<file path="config.mk">
export PLATFORM = sky130hd
export DESIGN_NAME = oam_and_sample_dma_cycle_arbiter
export DESIGN_NICKNAME = d
export VERILOG_FILES = /design/src/rtl/oamdma_pkg.sv /design/src/rtl/oam_and_sample_dma_cycle_arbiter.sv /design/src/rtl/oamdma_step.sv
export SDC_FILE = /design/constraint.sdc
export NUM_CORES = 1
export LEC_CHECK = 0
export BUFFER_PORTS_ARGS = -buffer_cell sky130_fd_sc_hd__clkbuf_2
export CORE_MARGIN = 1
export CORE_UTILIZATION = 61
export CTS_CLUSTER_DIAMETER = 200
export CTS_CLUSTER_SIZE = 30
export DETAILED_ROUTE_END_ITERATION = 7
export GPL_ROUTABILITY_DRIVEN = 0
export PLACE_DENSITY = 0.92
export SKIP_CTS_REPAIR_TIMING = 1
export SLEW_MARGIN = 0
export SYNTH_ARGS = -nofsm -noshare
export SYNTH_HDL_FRONTEND = slang
export SYNTH_SLANG_ARGS = --single-unit
</file>
<file path="constraint.sdc">
create_clock -name i_clk -period 3.59 [get_ports i_clk]
set_input_delay 0.359 -clock i_clk [delete_from_list [all_inputs] [get_ports i_clk]]
set_output_delay 0.359 -clock i_clk [all_outputs]
set_load 0.01 [all_outputs]
</file>
<file path="src/rtl/oamdma_pkg.sv">
// Shared types and constants for the sprite and sample DMA cycle arbiter.
package oamdma_pkg;

    // Function codes carried by an input transfer.
    localparam logic [1:0] FUNC_BUS    = 2'd0;
    localparam logic [1:0] FUNC_SPRITE = 2'd1;
    localparam logic [1:0] FUNC_SAMPLE = 2'd2;

    // Sprite copy length in bus cycles (one read and one write per byte).
    localparam int SPRITE_CYCLES = 512;
    localparam int CNT_W         = 10;

    // Fixed addresses.
    localparam logic [15:0] ADDR_OAM_DATA = 16'h2004;
    localparam logic [15:0] ADDR_JOY1     = 16'h4016;
    localparam logic [15:0] ADDR_JOY2     = 16'h4017;

    typedef enum logic [2:0] {
        KIND_CPU    = 3'd0,
        KIND_HALT   = 3'd1,
        KIND_DUMMY  = 3'd2,
        KIND_IDLE   = 3'd3,
        KIND_SAMPLE = 3'd4,
        KIND_SPR_RD = 3'd5,
        KIND_SPR_WR = 3'd6
    } t_kind;

    typedef struct packed {
        logic [1:0]  func;
        logic        cpu_reads;
        logic [15:0] cpu_addr;
        logic [7:0]  sprite_page;
        logic [15:0] sample_addr;
        logic [7:0]  bus_read_data;
    } t_in_item;

    typedef struct packed {
        t_kind       access_kind;
        logic [15:0] bus_addr;
        logic [7:0]  bus_write_data;
        logic        bus_writes;
        logic        cpu_stalled;
    } t_out_item;

    typedef struct packed {
        logic             cycle_parity;
        logic             sprite_active;
        logic [7:0]       sprite_page_reg;
        logic [7:0]       sprite_read_index;
        logic [CNT_W-1:0] sprite_cycle_count;
        logic             sample_active;
        logic [15:0]      sample_addr_reg;
        logic             halt_pending;
        logic             dummy_pending;
        logic             in_dma;
        logic [15:0]      held_cpu_addr;
        logic [7:0]       byte_latch;
        logic             latch_pending;
    } t_state;

endpackage

</file>
<file path="src/rtl/oam_and_sample_dma_cycle_arbiter.sv">
// Top level of the sprite copy and sample fetch DMA cycle arbiter.
//
//   Channel   Signals                                Direction  Contents
//   input     i_in_valid, o_in_ready, i_in_data      in         t_in_item
//   output    o_out_valid, i_out_ready, o_out_data   out        t_out_item
//
// Each input transfer is one CPU bus cycle or a start command, and a new one
// can be taken on every clock unless the output stalls: the decision logic
// sits between the input ports and a single result register.
// Start commands update state but make no result; the unused function code
// is taken and dropped, leaving state unchanged.
// Reset is synchronous and active low; it clears all DMA state to zero.
// A stalled output only blocks the input when the result register is full
// and not being taken in the same cycle.
module oam_and_sample_dma_cycle_arbiter
    import oamdma_pkg::*;
(
    input  logic      i_clk,
    input  logic      i_rst_n,
    input  logic      i_in_valid,
    output logic      o_in_ready,
    input  t_in_item  i_in_data,
    output logic      o_out_valid,
    input  logic      i_out_ready,
    output t_out_item o_out_data
);

    // Architectural DMA state, updated once per accepted input transfer.
    t_state    r_state;
    t_state    n_state;
    // Result register toward the output channel.
    logic      r_out_valid;
    t_out_item r_out_data;

    t_out_item step_result;
    logic      step_has_result;
    logic      in_accept;

    // The input side is free whenever the result register is empty or is
    // being drained in this very cycle.
    assign o_in_ready = !r_out_valid || i_out_ready;
    assign in_accept  = i_in_valid && o_in_ready;

    oamdma_step u_step (
        .i_state      (r_state),
        .i_item       (i_in_data),
        .o_state      (n_state),
        .o_result     (step_result),
        .o_has_result (step_has_result)
    );

    // The state only advances when a transfer is actually accepted.
    always_ff @(posedge i_clk) begin
        if (!i_rst_n) begin
            r_state <= '0;
        end else if (in_accept) begin
            r_state <= n_state;
        end
    end

    // The output valid flag is set by a transfer that makes a result and is
    // cleared once the held result has been taken.
    always_ff @(posedge i_clk) begin
        if (!i_rst_n) begin
            r_out_valid <= 1'b0;
        end else if (in_accept && step_has_result) begin
            r_out_valid <= 1'b1;
        end else if (i_out_ready) begin
            r_out_valid <= 1'b0;
        end
    end

    // The payload needs no reset; it is qualified by the valid flag.
    always_ff @(posedge i_clk) begin
        if (in_accept && step_has_result) begin
            r_out_data <= step_result;
        end
    end

    assign o_out_valid = r_out_valid;
    assign o_out_data  = r_out_data;

endmodule

</file>
<file path="src/rtl/oamdma_step.sv">
// Next-state and bus-cycle decision logic for one input transfer.
module oamdma_step
    import oamdma_pkg::*;
(
    input  t_state    i_state,
    input  t_in_item  i_item,
    output t_state    o_state,
    output t_out_item o_result,
    output logic      o_has_result
);

    t_out_item        dummy_res;
    logic [7:0]       latch_val;
    logic [CNT_W-1:0] cnt_inc;
    logic             held_is_joy;

    // A dummy slot at a controller port is turned into an idle cycle.
    assign held_is_joy = (i_state.held_cpu_addr == ADDR_JOY1) ||
                         (i_state.held_cpu_addr == ADDR_JOY2);
    assign latch_val   = i_state.latch_pending ? i_item.bus_read_data : i_state.byte_latch;
    assign cnt_inc     = i_state.sprite_cycle_count + CNT_W'(1);

    always_comb begin
        dummy_res = '0;
        dummy_res.cpu_stalled = 1'b1;
        if (held_is_joy) begin
            dummy_res.access_kind = KIND_IDLE;
        end else begin
            dummy_res.access_kind = KIND_DUMMY;
            dummy_res.bus_addr    = i_state.held_cpu_addr;
        end
    end

    always_comb begin
        o_state      = i_state;
        o_result     = '0;
        o_has_result = 1'b0;
        priority if (i_item.func == FUNC_SPRITE) begin
            o_state.sprite_active      = 1'b1;
            o_state.sprite_page_reg    = i_item.sprite_page;
            o_state.sprite_read_index  = '0;
            o_state.sprite_cycle_count = '0;
            o_state.halt_pending       = 1'b1;
        end else if (i_item.func == FUNC_SAMPLE) begin
            o_state.sample_active   = 1'b1;
            o_state.sample_addr_reg = i_item.sample_addr;
            o_state.dummy_pending   = 1'b1;
            o_state.halt_pending    = 1'b1;
        end else if (i_item.func == FUNC_BUS) begin
            o_has_result          = 1'b1;
            o_state.byte_latch    = latch_val;
            o_state.latch_pending = 1'b0;
            o_state.cycle_parity  = ~i_state.cycle_parity;
            if (!i_state.in_dma) begin
                if (i_state.halt_pending && i_item.cpu_reads) begin
                    o_result.access_kind       = KIND_HALT;
                    o_result.bus_addr          = i_item.cpu_addr;
                    o_result.cpu_stalled       = 1'b1;
                    o_state.halt_pending       = 1'b0;
                    o_state.held_cpu_addr      = i_item.cpu_addr;
                    o_state.sprite_read_index  = '0;
                    o_state.sprite_cycle_count = '0;
                    o_state.in_dma = i_state.sprite_active || i_state.sample_active;
                end else begin
                    o_result.access_kind = KIND_CPU;
                    o_result.bus_addr    = i_item.cpu_addr;
                    o_result.bus_writes  = ~i_item.cpu_reads;
                end
            end else begin
                // Each DMA cycle retires at most one pending slot: a halt slot first, else a dummy slot.
                if (i_state.halt_pending) begin
                    o_state.halt_pending = 1'b0;
                end else if (i_state.dummy_pending) begin
                    o_state.dummy_pending = 1'b0;
                end
                if (!i_state.cycle_parity) begin
                    if (i_state.sample_active && !i_state.halt_pending &&
                        !i_state.dummy_pending) begin
                        o_result.access_kind  = KIND_SAMPLE;
                        o_result.bus_addr     = i_state.sample_addr_reg;
                        o_result.cpu_stalled  = 1'b1;
                        o_state.sample_active = 1'b0;
                    end else if (i_state.sprite_active) begin
                        o_result.access_kind       = KIND_SPR_RD;
                        o_result.bus_addr          = {i_state.sprite_page_reg,
                                                      i_state.sprite_read_index};
                        o_result.cpu_stalled       = 1'b1;
                        o_state.sprite_read_index  = i_state.sprite_read_index + 8'd1;
                        o_state.sprite_cycle_count = cnt_inc;
                        o_state.latch_pending      = 1'b1;
                    end else begin
                        o_result = dummy_res;
                    end
                end else begin
                    if (i_state.sprite_active && i_state.sprite_cycle_count[0]) begin
                        o_result.access_kind       = KIND_SPR_WR;
                        o_result.bus_addr          = ADDR_OAM_DATA;
                        o_result.bus_write_data    = latch_val;
                        o_result.bus_writes        = 1'b1;
                        o_result.cpu_stalled       = 1'b1;
                        o_state.sprite_cycle_count = cnt_inc;
                        if (cnt_inc >= CNT_W'(SPRITE_CYCLES)) begin
                            o_state.sprite_active = 1'b0;
                        end
                    end else begin
                        o_result = dummy_res;
                    end
                end
                if (!o_state.sprite_active && !o_state.sample_active) begin
                    o_state.in_dma = 1'b0;
                end
            end
        end else begin
            o_has_result = 1'b0;
        end
    end

endmodule
</file>
# Yosys cells after proc, flatten, opt, wreduce, memory -nomap -nowiden
# Index checks and enable logic that the tools add are counted.
[word_totals] reg_bits=103 in_bits=55 out_inout_bits=31 elab_cells=138
[classes] add_sub_neg=2 n_lt_le_gt_ge=1 eq_ne=12 n_mux=61 bitwise_logic=7 reduce_logical=36
[op_table] cell="18-bit 2-to-1 mux" count=6
[op_table] cell="19-bit 2-to-1 mux" count=4
[op_table] cell="29-bit 2-to-1 mux" count=2
[op_table] cell="1-bit 2-to-1 mux" count=38
[op_table] cell="17-bit 2-to-1 mux" count=2
[op_table] cell="16-bit by 15-bit == test with 1-bit output (second input constant)" count=2
[op_table] cell="16-bit 2-to-1 mux" count=2
[op_table] cell="28-bit 2-to-1 mux" count=1
[op_table] cell="10-bit 2-to-1 mux" count=2
[op_table] cell="8-bit 2-to-1 mux" count=2
[op_table] cell="7-bit AND reduction" count=2
[op_table] cell="4-bit AND reduction" count=3
[op_table] cell="10-bit by 1-bit adder with 10-bit output (second input constant)" count=1
[op_table] cell="10-bit >= comparator (second input constant)" count=1
[op_table] cell="2-bit nonzero test" count=5
[op_table] cell="8-bit by 1-bit adder with 8-bit output (second input constant)" count=1
[op_table] cell="1-bit logical AND" count=7
[op_table] cell="1-bit inverter" count=7
[op_table] cell="3-bit by 2-bit != test with 1-bit output (second input constant)" count=2
[op_table] cell="3-bit AND reduction" count=2
[op_table] cell="6-bit AND reduction" count=1
[op_table] cell="3-bit nonzero test" count=2
[op_table] cell="6-bit OR reduction" count=1
[op_table] cell="1-bit logical NOT" count=5
[op_table] cell="14 further kinds" count=18

# Logic depth before layout (Yosys ltp)
# Gate-level depths: netlist of the first run.
[depth] word_depth=16 depth_mapped=8 mapped_depth_nobuf=7

# Cells and area by module
# Synthesis of the first run repeated with hierarchy kept, for this count alone.
[hier_totals] hier_cells=739 area_unflattened_um2=6145.9
[by_module_without_submodules] module="oam_and_sample_dma_cycle_arbiter" n_inst=1 cells_per_inst=351 area_each_um2=3895.0 seq_area_each_um2=2352.3
[by_module_without_submodules] module="oamdma_step" n_inst=1 cells_per_inst=388 area_each_um2=2250.9 seq_area_each_um2=0.0

# Worst setup path before layout of the first run
# OpenSTA, ideal clock, no wires.
[synth_path] path_kind="input port to flip-flop" start="input port i_in_data[50] (netlist name)" end="register r_state[51] (netlist name)" setup_ps=115 arrival_ps=1777 t_required_ps=3475 path_slack_ps=1698 stages=8 n_path_buf=1 cell_sequence="inv_1 ha_1 buf_2 o21ba_2 nand4_4 or2_4 o31a_1 o21ba_1"
[synth_via] elab_chain_len=3 elab_cells_between_ends=11 cone_classes="6 x eq/ne; 1 x mux; 4 x reduce/logical"
[synth_rtl] item="start, declared" line="oam_and_sample_dma_cycle_arbiter.sv:22" text="input t_in_item i_in_data,"
[synth_rtl] item="2-bit by 1-bit == test with 1-bit output, or another cell as far along" line="oamdma_step.sv:38" text="priority if (i_item.func == FUNC_SPRITE) begin"
[synth_rtl] item="4-bit by 2-bit != test with 1-bit output (no line), or another cell as far along"
[synth_rtl] item="7-bit AND reduction (no line)"
[synth_rtl] item="end signal, assigned" line="oam_and_sample_dma_cycle_arbiter.sv:57" text="r_state <= n_state;"
[synth_rtl] item="end, declared" line="oam_and_sample_dma_cycle_arbiter.sv:29" text="t_state r_state;"
# Several ways; a longest one is shown, not always the timed one.
# A chain may end at the register's enable or synchronous reset.

# Worst setup path after layout of the first run
[layout_path] start="register r_state[27] (netlist name)" end="register r_state[25] (netlist name)"
[layout_via] elab_chain_len=13 elab_cells_between_ends=15 cone_classes="9 x mux; 6 x reduce/logical"
[layout_rtl] item="1-bit logical NOT" line="oamdma_step.sv:77" text="if (i_state.sample_active && !i_state.halt_pending &&"
[layout_rtl] item="1-bit logical AND (2 in a row)" line="oamdma_step.sv:77"
[layout_rtl] item="1-bit 2-to-1 mux" line="oamdma_step.sv:77"
[layout_rtl] item="1-bit 2-to-1 mux" line="oamdma_step.sv:76" text="if (!i_state.cycle_parity) begin"
[layout_rtl] item="1-bit 2-to-1 mux" line="oamdma_step.sv:54" text="if (!i_state.in_dma) begin"
[layout_rtl] item="1-bit 2-to-1 mux" line="oamdma_step.sv:49" text="end else if (i_item.func == FUNC_BUS) begin"
[layout_rtl] item="1-bit 2-to-1 mux" line="oamdma_step.sv:44" text="end else if (i_item.func == FUNC_SAMPLE) begin"
[layout_rtl] item="1-bit 2-to-1 mux" line="oamdma_step.sv:38"
[layout_rtl] item="1-bit logical NOT" line="oamdma_step.sv:109" text="if (!o_state.sprite_active && !o_state.sample_active) begin"
[layout_rtl] item="1-bit logical AND" line="oamdma_step.sv:109"
[layout_rtl] item="1-bit 2-to-1 mux" line="oamdma_step.sv:109"
[layout_rtl] item="1-bit 2-to-1 mux *" line="oamdma_step.sv:54"
# Every way passes the cells marked *; elsewhere a longest branch is shown, timed or not. The select of a mux whose other input is x is not followed.

==> results.md, run 1 <==
* Total power at about 2.1 mW
* Type of the worst setup path: reg -> reg
* First-pass GRT wire length at 19270 µm
* Slew @ Worst Pin at 1271 ps
* Mapped Cells at around 540
* Die Y at slightly above 90 µm
* Maximum clock frequency at approximately 430 MHz
* Hold path startpoint: i_in_data[46]
* Largest net degree at the start of global routing at 61
* Most common cell after layout, fill and taps aside: clkbuf_2
* CP endpoint kind: flip-flop
* Initial Util at between 60 and 70%
* Final Max Slew Viols at 0
* Fin util at around 72%
* DRC viols at 0
* Post-DP HPWL at between 8000 and 9000 µm
* CP Data Arrival Time at between 2000 and 3000 ps
* EDFF count, synth at 29
* Clock Tree Root: clkbuf_8
* Hold Path Class: in -> reg
* Worst Hold Path Cells at 3
* Req. time, crit path at approximately 4000 ps
* Mean area per synthesized cell at between 9 and 10 µm²
* Area Overhead vs Synth at 12.52%
* Switching Fraction at 26.18%
* CTS Buffer Depth at 2
* Layout Skew at approximately 11 ps
* Antenna diode count at 0
* Clk_lat worst skew at between 300 and 400 ps
* CP max FO at 21
* Share of cells above drive strength 1 at 20.23%
* Worst-path clk slew at approximately 100 ps
* Slew HR at ~14%
* Post-layout min period at about 2300 ps
* Synth Warn # at 0
* GRT Util Overall at 28.66%
* Die width at roughly 93 µm
* Grt ovf at 0
* P_leak at 2.206 nW
* Synth unique cells at 60
* Final Hold Fails at 0
* Hold EP: r_state[23]
* Synthesized area at 5035 µm²
* R2R depth at 4
* TNS Setup at 0 ps
* Final WL at 11920 µm
* RSZ-0062 raised after global routing: no
* Wire per inst at ~17 µm
* Clk pwr share at about a third
* I/O pins at 86
* Filler cell count at approximately 550
* Site Rows at 32
* Vias in the first global route at 4084
* Starting DRT DRC Count at 363
* Combinational share of power at 9.6%
* Synthesized Nets at roughly 600
* Initial antenna violation count at 0
* PwrDens at between 300 and 400 nW/µm²
* Period Utilization, post-route at ~65%
* Core Footprint at about 7800 µm²
* Seq pwr share at around 57%
* Startpoint Class: flip-flop
* Sequential area share after synthesis at a little under half
* Max Cap Violations at 0
* Max VDD drop at 0.3226 mV
* DRT Pass-1 Iters at 5
* Commonest cells after routing, fill and taps aside: clkbuf_2, dfxtp_1, nand3_1
* R2R Setup Slk at ~1300 ps
* R2r startpoint: r_state[27]
* Main synth FF type: dfxtp_1
* P_sw at between 500 and 600 µW
* Internal power at 1.574 mW
* CTS tree: done
* Die footprint at 8621 µm²
* Antenna-violating nets left at 0
* Final nets at 665
* Via count at around 4300
* Ys async rst share at 0%
* Status: finished, final reports clean
* CTS Buf Count at 9
* Via density at about 6.1
* Synth Register Bits at just over 100
* H-Tree Depth at 3
* R2r endpoint: r_state[25]
* Final setup violation count at 0
* Clk sinks at roughly 100
* # port buffers at 85
-- worst max path at each step --
stage,slack [ps],endpoint,startpoint,cells after the start
global route,1110,o_out_data[10],r_state[27],5
finish,1250,r_state[25],r_state[27],4
detailed placement,1370,r_state[25],i_in_data[48],5
CTS,1330,r_state[25],r_state[27],4
global placement,1420,r_state[25],i_in_data[48],5
floorplan,1700,r_state[51],i_in_data[50],8
-- metrics by stage --
stage	instance area, µm²	cells	hold slack (ps)	setup WS [ps]
after floorplan	5035	537	442.8	1698
after global placement	5473	694	451.8	1424
after detailed placement	5473	694	467.5	1371
after CTS	5665	710	229.0	1331
after global routing	5665	710	228.3	1109
final	5665	710	236.2	1251
-- registers in the layout (all words and copies together) (netlist names) --
name / count
o_out_data: 29
r_state: 73
o_out_valid: 1
-- synth_stat cells (all sizes together), types with 3 or more instances --
library cell	instances	area share, %
a211oi	3	0.70
a21boi	31	4.6
a21oi	45	4.5
and3	5	0.62
buf	19	2.1
clkbuf	19	1.4
dfxtp	74	29
edfxtp	29	17
ha	7	1.7
inv	7	0.52
mux2i	33	6.6
nand2	50	3.7
nand2b	5	0.62
nand3	53	5.4
nand4	5	0.92
nor2	32	2.4
nor2b	26	3.2
nor3	5	0.50
nor3b	5	0.84
nor4	10	1.5
o21ai	23	2.3
o21ba	3	0.60
o31a	3	0.52
xnor2	13	2.3
-- logic make-up after synthesis --
family | Yosys count | share of synthesized area [%]
AO/OA/AOI/OAI | 124 | 16.33
flip-flops | 103 | 46.72
adder cells (fa/ha/maj) | 7 | 1.739
buffers and inverters | 45 | 4.001
multiplexers | 33 | 6.561
XOR/XNOR | 15 | 2.609
AND/OR/NAND/NOR | 210 | 22.04
-- final cells by class --
class                           count  area [µm²]  area share (%)
Timing Repair Buffer               93       485.5           8.569
Sequential cell                   103        2352           41.52
Tap cell                          102       127.6           2.253
Inverter                            7       26.28          0.4638
Clock inverter                      6       55.05          0.9717
Multi-Input combinational cell    389        2481           43.79
Clock buffer                       10       137.6           2.429
-- worst max-delay path, cell delays in order (launching register included) --
cell and delay, ps:
dfxtp_1 500, and3b_1 780, nand2_1 580, nor2_1 230
o221a_2 190
-- per-layer routing --
metal	share of wire [%]	vias to the layer above	GRT usage, %
li1	-	2046	-
met2	48	195	46.69
met4	4.1	0	13.59
met1	41	2025	36.14
met5	0	-	0
met3	6.5	38	6.158
-- power by group through the flow --
stage	clock [mW]	sequential [mW]	combinational, mW
after floorplan	0	1.25	0.128
after global placement	0	1.25	0.195
after detailed placement	0	1.25	0.201
after CTS	0.705	1.23	0.203
after global routing	0.759	1.23	0.223
final	0.700	1.23	0.205
Power figures use the tool's default switching activity.
==> run 2: changes to the inputs <==
--- a/config.mk
+++ b/config.mk
@@ -5,14 +5,15 @@
 export SDC_FILE = /design/constraint.sdc
 export NUM_CORES = 1
 export LEC_CHECK = 0
+export ABC_AREA = 1
 export BUFFER_PORTS_ARGS = -buffer_cell sky130_fd_sc_hd__clkbuf_2
 export CORE_MARGIN = 1
-export CORE_UTILIZATION = 61
+export CORE_UTILIZATION = 56
 export CTS_CLUSTER_DIAMETER = 200
 export CTS_CLUSTER_SIZE = 30
 export DETAILED_ROUTE_END_ITERATION = 7
 export GPL_ROUTABILITY_DRIVEN = 0
-export PLACE_DENSITY = 0.92
+export PLACE_DENSITY = 0.86
 export SKIP_CTS_REPAIR_TIMING = 1
 export SLEW_MARGIN = 0
 export SYNTH_ARGS = -nofsm -noshare
==> constraint.sdc (replaced) <==
create_clock -name i_clk -period 2.4 [get_ports i_clk]
set_input_delay 0.24 -clock i_clk [delete_from_list [all_inputs] [get_ports i_clk]]
set_output_delay 0.24 -clock i_clk [all_outputs]
set_load 0.01 [all_outputs]
==> results.md, run 2 <==
* RSZ-0062 raised after global routing: no
* Max Cap Violations at 0
* Total power at 3.157 mW
* Area Overhead vs Synth at 12.85%
* CTS Buf Count at 9
* Setup ws final at around 440 ps
* Site Rows at 33
* Initial antenna violation count at 0
* Ys async rst share at 0%
* Top reg by flops: r_state
* DRC viols at 0
* Largest net degree at the start of global routing at 30
* Layout Skew at 14.34 ps
* Main synth FF type: dfxtp_1
* Commonest cells after routing, fill and taps aside: nor2_1, clkbuf_2, dfxtp_1
* Internal power at roughly 2.3 mW
* Synth Warn # at 0
* First-pass GRT wire length at 17990 µm
* Final nets at about 730
* Mean area per synthesized cell at ~8 µm²
* Slew @ Worst Pin at approximately 870 ps
* Clk sinks at slightly above 100
* P_sw at ~840 µW
* CP endpoint kind: flip-flop
* R2R Setup Slk at 440 ps
* Type of the worst setup path: reg -> reg
* Synth unique cells at 37
* P_leak at around 2.1 nW
* Post-layout min period at ~2000 ps
* Req. time, crit path at between 2000 and 3000 ps
* Clk pwr share at roughly 32%
* Die footprint at 8984 µm²
* GRT Util Overall at 26.02%
* TNS Setup at 0 ps
* Seq pwr share at 58.7%
* DRT Pass-1 Iters at 5
* EDFF count, synth at 29
* Hold Path Class: in -> reg
* Sequential area share after synthesis at 48.79%
* Max VDD drop at between 0.3 and 0.4 mV
* Most common cell after layout, fill and taps aside: nor2_1
* Startpoint Class: flip-flop
* Combinational share of power at 9.2%
* Clock Tree Root: clkbuf_8
* WP buf/inv at 1
* Grt ovf at 0
* Hold slack at about 110 ps
* Status: finished, final reports clean
* # port buffers at 85
* Ranking of synthesized cells by area: dfxtp_1, edfxtp_1, nor2_1
* CP startpoint: r_state[27]
* Largest register FFs at between 70 and 80
* PwrDens at between 500 and 600 nW/µm²
* Post-DP HPWL at approximately 8400 µm
* Vias in the first global route at between 4000 and 5000
* Final WL at ~11000 µm
* R2R depth at 6
* Antenna diode count at 0
* R2r endpoint: o_out_data[26]
* Final Hold Fails at 0
* CTS tree: done
* Initial Util at about three fifths
* Share of cells above drive strength 1 at a little over 20%
* Synth top area share at 30.73%
* Critical path, cell by cell: nor2_2 -> nand2_4 -> nor2_1 -> inv_1 -> nand3_1 -> a21boi_0
* Pre-CTS setup slack at around 270 ps
* Via density at around 5.7
* Clk_lat worst skew at ~380 ps
* CP Data Arrival Time at around 2100 ps
* Final setup violation count at 0
* Via count at around 4400
* Die width at 94.79 µm
* Top cell type by total area after synthesis: dfxtp_1
* Mapped Cells at approximately 590
* H-Tree Depth at 3
* CTS Buffer Depth at 2
* Core Footprint at roughly 8300 µm²
* Starting DRT DRC Count at around 320
* Largest delay share family, worst path: simple AND/OR/NAND/NOR gates
* Die Y at 94.79 µm
* Maximum clock frequency at 509.5 MHz
* Critical Path End: o_out_data[26]
* Synthesized area at around 4800 µm²
* Synthesized Nets at roughly 650
* Slowest CP cell: nor2_1
* Worst-path clk slew at about 100 ps
* Wire per inst at ~14 µm
* CP max FO at 14
* Synth Register Bits at around 100
* CP max stage delay at ~670 ps
* Most frequent cell after synthesis: nor2_1
* Switching Fraction at 26.66%
* Antenna-violating nets left at 0
* I/O pins at 86
* Slew HR at about two fifths
* Period Utilization, post-route at a little over 80%
* R2r startpoint: r_state[27]
* Crit path depth at 6
* Final Max Slew Viols at 0
* Commonest cells in the netlist: nor2_1, dfxtp_1, nand2_1
## run 2: per-stage QoR
step | instance area [µm²] | utilization [%] | cells
global placement | 5261 | 63.71 | 760
global route | 5440 | 65.88 | 776
finish | 5440 | 65.88 | 776
CTS | 5440 | 65.88 | 776
floorplan | 4821 | - | 592
detailed placement | 5261 | 63.71 | 760
## run 2: cell type report
class                      instances  area (µm²)
sequential                       103        2352
inverter                          57       216.5
tap                              105       131.4
clock inverter                     7       55.05
fill                             689        2818
clock buffer                       9       123.9
timing repair buffer              91       470.5
multi-input combinational        404        2091
## run 2: cells by family (layout without fill, tap and decap cells)
logic type	after synthesis	after routing	synth area share, %
mux	8	8	1.661
simple gates	233	233	21.78
compound gates	155	155	17.88
flops	103	103	48.79
xor+xnor	1	1	0.1817
fa+ha+maj	7	7	1.817
buf+inv	85	164	7.890
## run 2: worst min-delay path by stage
stage / slack (ps) / startpoint / to / depth (start not counted)
global route: 120 / i_in_data[34] / r_state[11] / 3
floorplan: 370 / i_in_data[29] / r_state[68] / 2
finish: 110 / i_in_data[23] / r_state[43] / 3
CTS: 100 / i_in_data[9] / r_state[29] / 3
detailed placement: 450 / r_state[70] / r_state[70] / 2
global placement: 440 / r_state[70] / r_state[70] / 2
## run 2: tightest hold or removal path: stages
cell      delay (ps)
clkbuf_2          70
o21ai_0           70
nor2_1            70
## run 2: metal layers
layer	part of all wire, %	wire length, µm	global-route usage (%)
met2	48	5395	43.88
met1	40	4482	31.50
met5	0	0	0
met4	3.3	371	13.76
met3	8.8	985	4.670
## run 2: power by group through the flow
| stage | sequential [mW] | clock, mW | combinational [mW] |
|---|---|---|---|
| 2_1_floorplan | 1.89 | 0 | 0.193 |
| 3_3_place_gp | 1.89 | 0 | 0.275 |
| 3_5_place_dp | 1.89 | 0 | 0.287 |
| 4_1_cts | 1.85 | 1.02 | 0.289 |
| 5_1_grt | 1.86 | 1.09 | 0.323 |
| 6_report | 1.85 | 1.01 | 0.290 |
==> run 3: changes to the inputs <==
--- a/config.mk
+++ b/config.mk
@@ -5,15 +5,15 @@
 export SDC_FILE = /design/constraint.sdc
 export NUM_CORES = 1
 export LEC_CHECK = 0
-export ABC_AREA = 1
+export ABC_AREA = 0
 export BUFFER_PORTS_ARGS = -buffer_cell sky130_fd_sc_hd__clkbuf_2
 export CORE_MARGIN = 1
-export CORE_UTILIZATION = 56
+export CORE_UTILIZATION = 51
 export CTS_CLUSTER_DIAMETER = 200
 export CTS_CLUSTER_SIZE = 30
 export DETAILED_ROUTE_END_ITERATION = 7
 export GPL_ROUTABILITY_DRIVEN = 0
-export PLACE_DENSITY = 0.86
+export PLACE_DENSITY = 0.82
 export SKIP_CTS_REPAIR_TIMING = 1
 export SLEW_MARGIN = 0
 export SYNTH_ARGS = -nofsm -noshare
==> constraint.sdc (replaced) <==
create_clock -name i_clk -period 1.7 [get_ports i_clk]
set_input_delay 0.17 -clock i_clk [delete_from_list [all_inputs] [get_ports i_clk]]
set_output_delay 0.17 -clock i_clk [all_outputs]
set_load 0.01 [all_outputs]
==> results.md, run 3 (synthesis gave the netlist of run 1 again) <==
* Status: complete, but fails checks
* Failing checks: negative setup slack
* Final setup violation count at 13
* Post-DP HPWL at between 9000 and 10000 µm
* Final Max Slew Viols at 0
* Antenna-violating nets left at 0
* CTS tree: done
* R2r startpoint: r_state[27]
* Initial Util at 53.48%
* P_leak at 2.552 nW
* Critical path, cell by cell: or3b_4 -> a311oi_4 -> buf_6 -> nor3_1 -> xnor2_1 -> nor2_1
* Worst-path clk slew at around 100 ps
* PwrDens at 712.1 nW/µm²
* R2R depth at 6
* Initial antenna violation count at 0
* Post-route cell area at approximately 6400 µm²
* First-pass GRT wire length at between 20000 and 25000 µm
* Maximum clock frequency at around 570 MHz
* Wire per inst at 16.95 µm
* CP endpoint kind: flip-flop
* Grt ovf at 0
* CP max stage delay at 490 ps
* Antenna diode count at 0
* Via count at between 4000 and 5000
* DRC viols at 0
* CTS Buf Count at 9
* Clk pwr share at 30.8%
* Clock Tree Root: clkbuf_8
* Internal power at 3.350 mW
* Clk sinks at about 100
* Combinational share of power at between 10% and 20%
* H-Tree Depth at 3
* Placed cell area at between 5000 and 6000 µm²
* Switching Fraction at a little over a quarter
* Post-layout min period at between 1500 and 2000 ps
* Top reg by flops: r_state
* Area Overhead vs Synth at 27.06%
* Hold path startpoint: i_in_data[42]
* Share of cells above drive strength 1 at roughly 34%
* Slew @ Worst Pin at around 500 ps
* Max VDD drop at roughly 0.42 mV
* Seq pwr share at roughly 57%
* Vias in the first global route at between 4000 and 5000
* RSZ-0062 raised after global routing: yes
* CP Data Arrival Time at between 2000 and 2500 ps
* Commonest cells after routing, fill and taps aside: clkbuf_2, dfxtp_1, buf_4
* Req. time, crit path at 1970 ps
* Most common cell after layout, fill and taps aside: clkbuf_2
* Site Rows at 35
* # port buffers at 85
* Period Utilization, post-route at 103.0%
* Slowest CP cell: or3b_4
* Final WL at ~13000 µm
* TNS Setup at -278.2 ps
* CTS Buffer Depth at 2
* Max Cap Violations at 0
* Final nets at 724
* DRT Pass-1 Iters at 5
* Setup ws final at -50.31 ps
* Largest net degree at the start of global routing at 35
* Worst Hold Path Cells at 3
* CP max FO at 8
* R2r endpoint: r_state[59]
* Core Footprint at between 9000 and 10000 µm²
* Slew HR at approximately two thirds
* Die footprint at 10270 µm²
* Hold EP: r_state[19]
* Total power at approximately 4.6 mW
* Layout Skew at ~12 ps
* I/O pins at 86
* Final Hold Fails at 0
* Clk_lat worst skew at 370 ps
* Starting DRT DRC Count at roughly 300
* Startpoint Class: flip-flop
* Hold Path Class: in -> reg
* Via density at slightly below 6
* P_sw at 1.206 mW
* R2R Setup Slk at -50 ps
* Die width at roughly 100 µm
* Hold slack at ~49 ps
* Die Y at a little over 100 µm
* GRT Util Overall at about 25%
* Pre-CTS setup slack at -180.1 ps
* Largest register FFs at 73
* Type of the worst setup path: reg -> reg
[run 3: changes by cell type in the layout (fill, tap and decap cells not counted), moves of 19 or more]
cell,previous run,this run
nor2_1,93,29
buf_4,6,54
o21ai_0,64,18
inv_1,49,7
a21oi_1,57,28
a21boi_0,1,29
nor2b_1,0,26
mux2i_1,8,33
nand2_1,70,49
nand3_1,31,51
a211oi_1,20,1
[run 3: worst max path at each step]
stage	from	to	slack, ps	depth (start not counted)
floorplan	r_state[27]	o_out_data[13]	10	5
global placement	i_in_data[49]	r_state[51]	-70	8
detailed placement	i_in_data[49]	r_state[50]	-180	9
CTS	r_state[14]	o_out_data[12]	-100	6
global route	r_state[27]	r_state[58]	-100	6
finish	r_state[27]	r_state[59]	-50	6
[run 3: final cells by class]
cell class | instances | area, µm²
Clock buffer | 10 | 127.6
Clock inverter | 6 | 45.04
Fill cell | 717 | 3018
Timing Repair Buffer | 151 | 1001
Tap cell | 129 | 161.4
Inverter | 7 | 26.28
Sequential cell | 103 | 2360
Multi-Input combinational cell | 390 | 2676
[run 3: per-stage QoR]
step	std cells	util [%]
after floorplan	537	-
after global placement	773	63.16
after detailed placement	773	63.16
after CTS	789	65.00
after global routing	796	67.95
final	796	67.95
[run 3: power groups by stage]
stage          Clock [mW]  Sequential (mW)  Combinational (mW)
6_report             1.40             2.59               0.565
5_1_grt              1.52             2.59               0.605
4_1_cts              1.42             2.58               0.515
3_5_place_dp            0             2.64               0.508
3_3_place_gp            0             2.64               0.496
2_1_floorplan           0             2.64               0.272
[run 3: metal layers]
metal / vias to the layer above / track usage (%) / wire length, µm
met2: 197 / 42.33 / 6663
met3: 34 / 4.624 / 911
met1: 2190 / 33.44 / 5557
met4: 0 / 7.692 / 363
met5: - / 0 / 0
li1: 2170 / - / -
[run 3: worst max-delay path, delay by kind of cell (launching register included)]
family	cells	cell delay, ps
flip-flops	1	350
AO/OA/AOI/OAI	1	330
buffers and inverters	1	190
XOR/XNOR	1	150
AND/OR/NAND/NOR	3	630
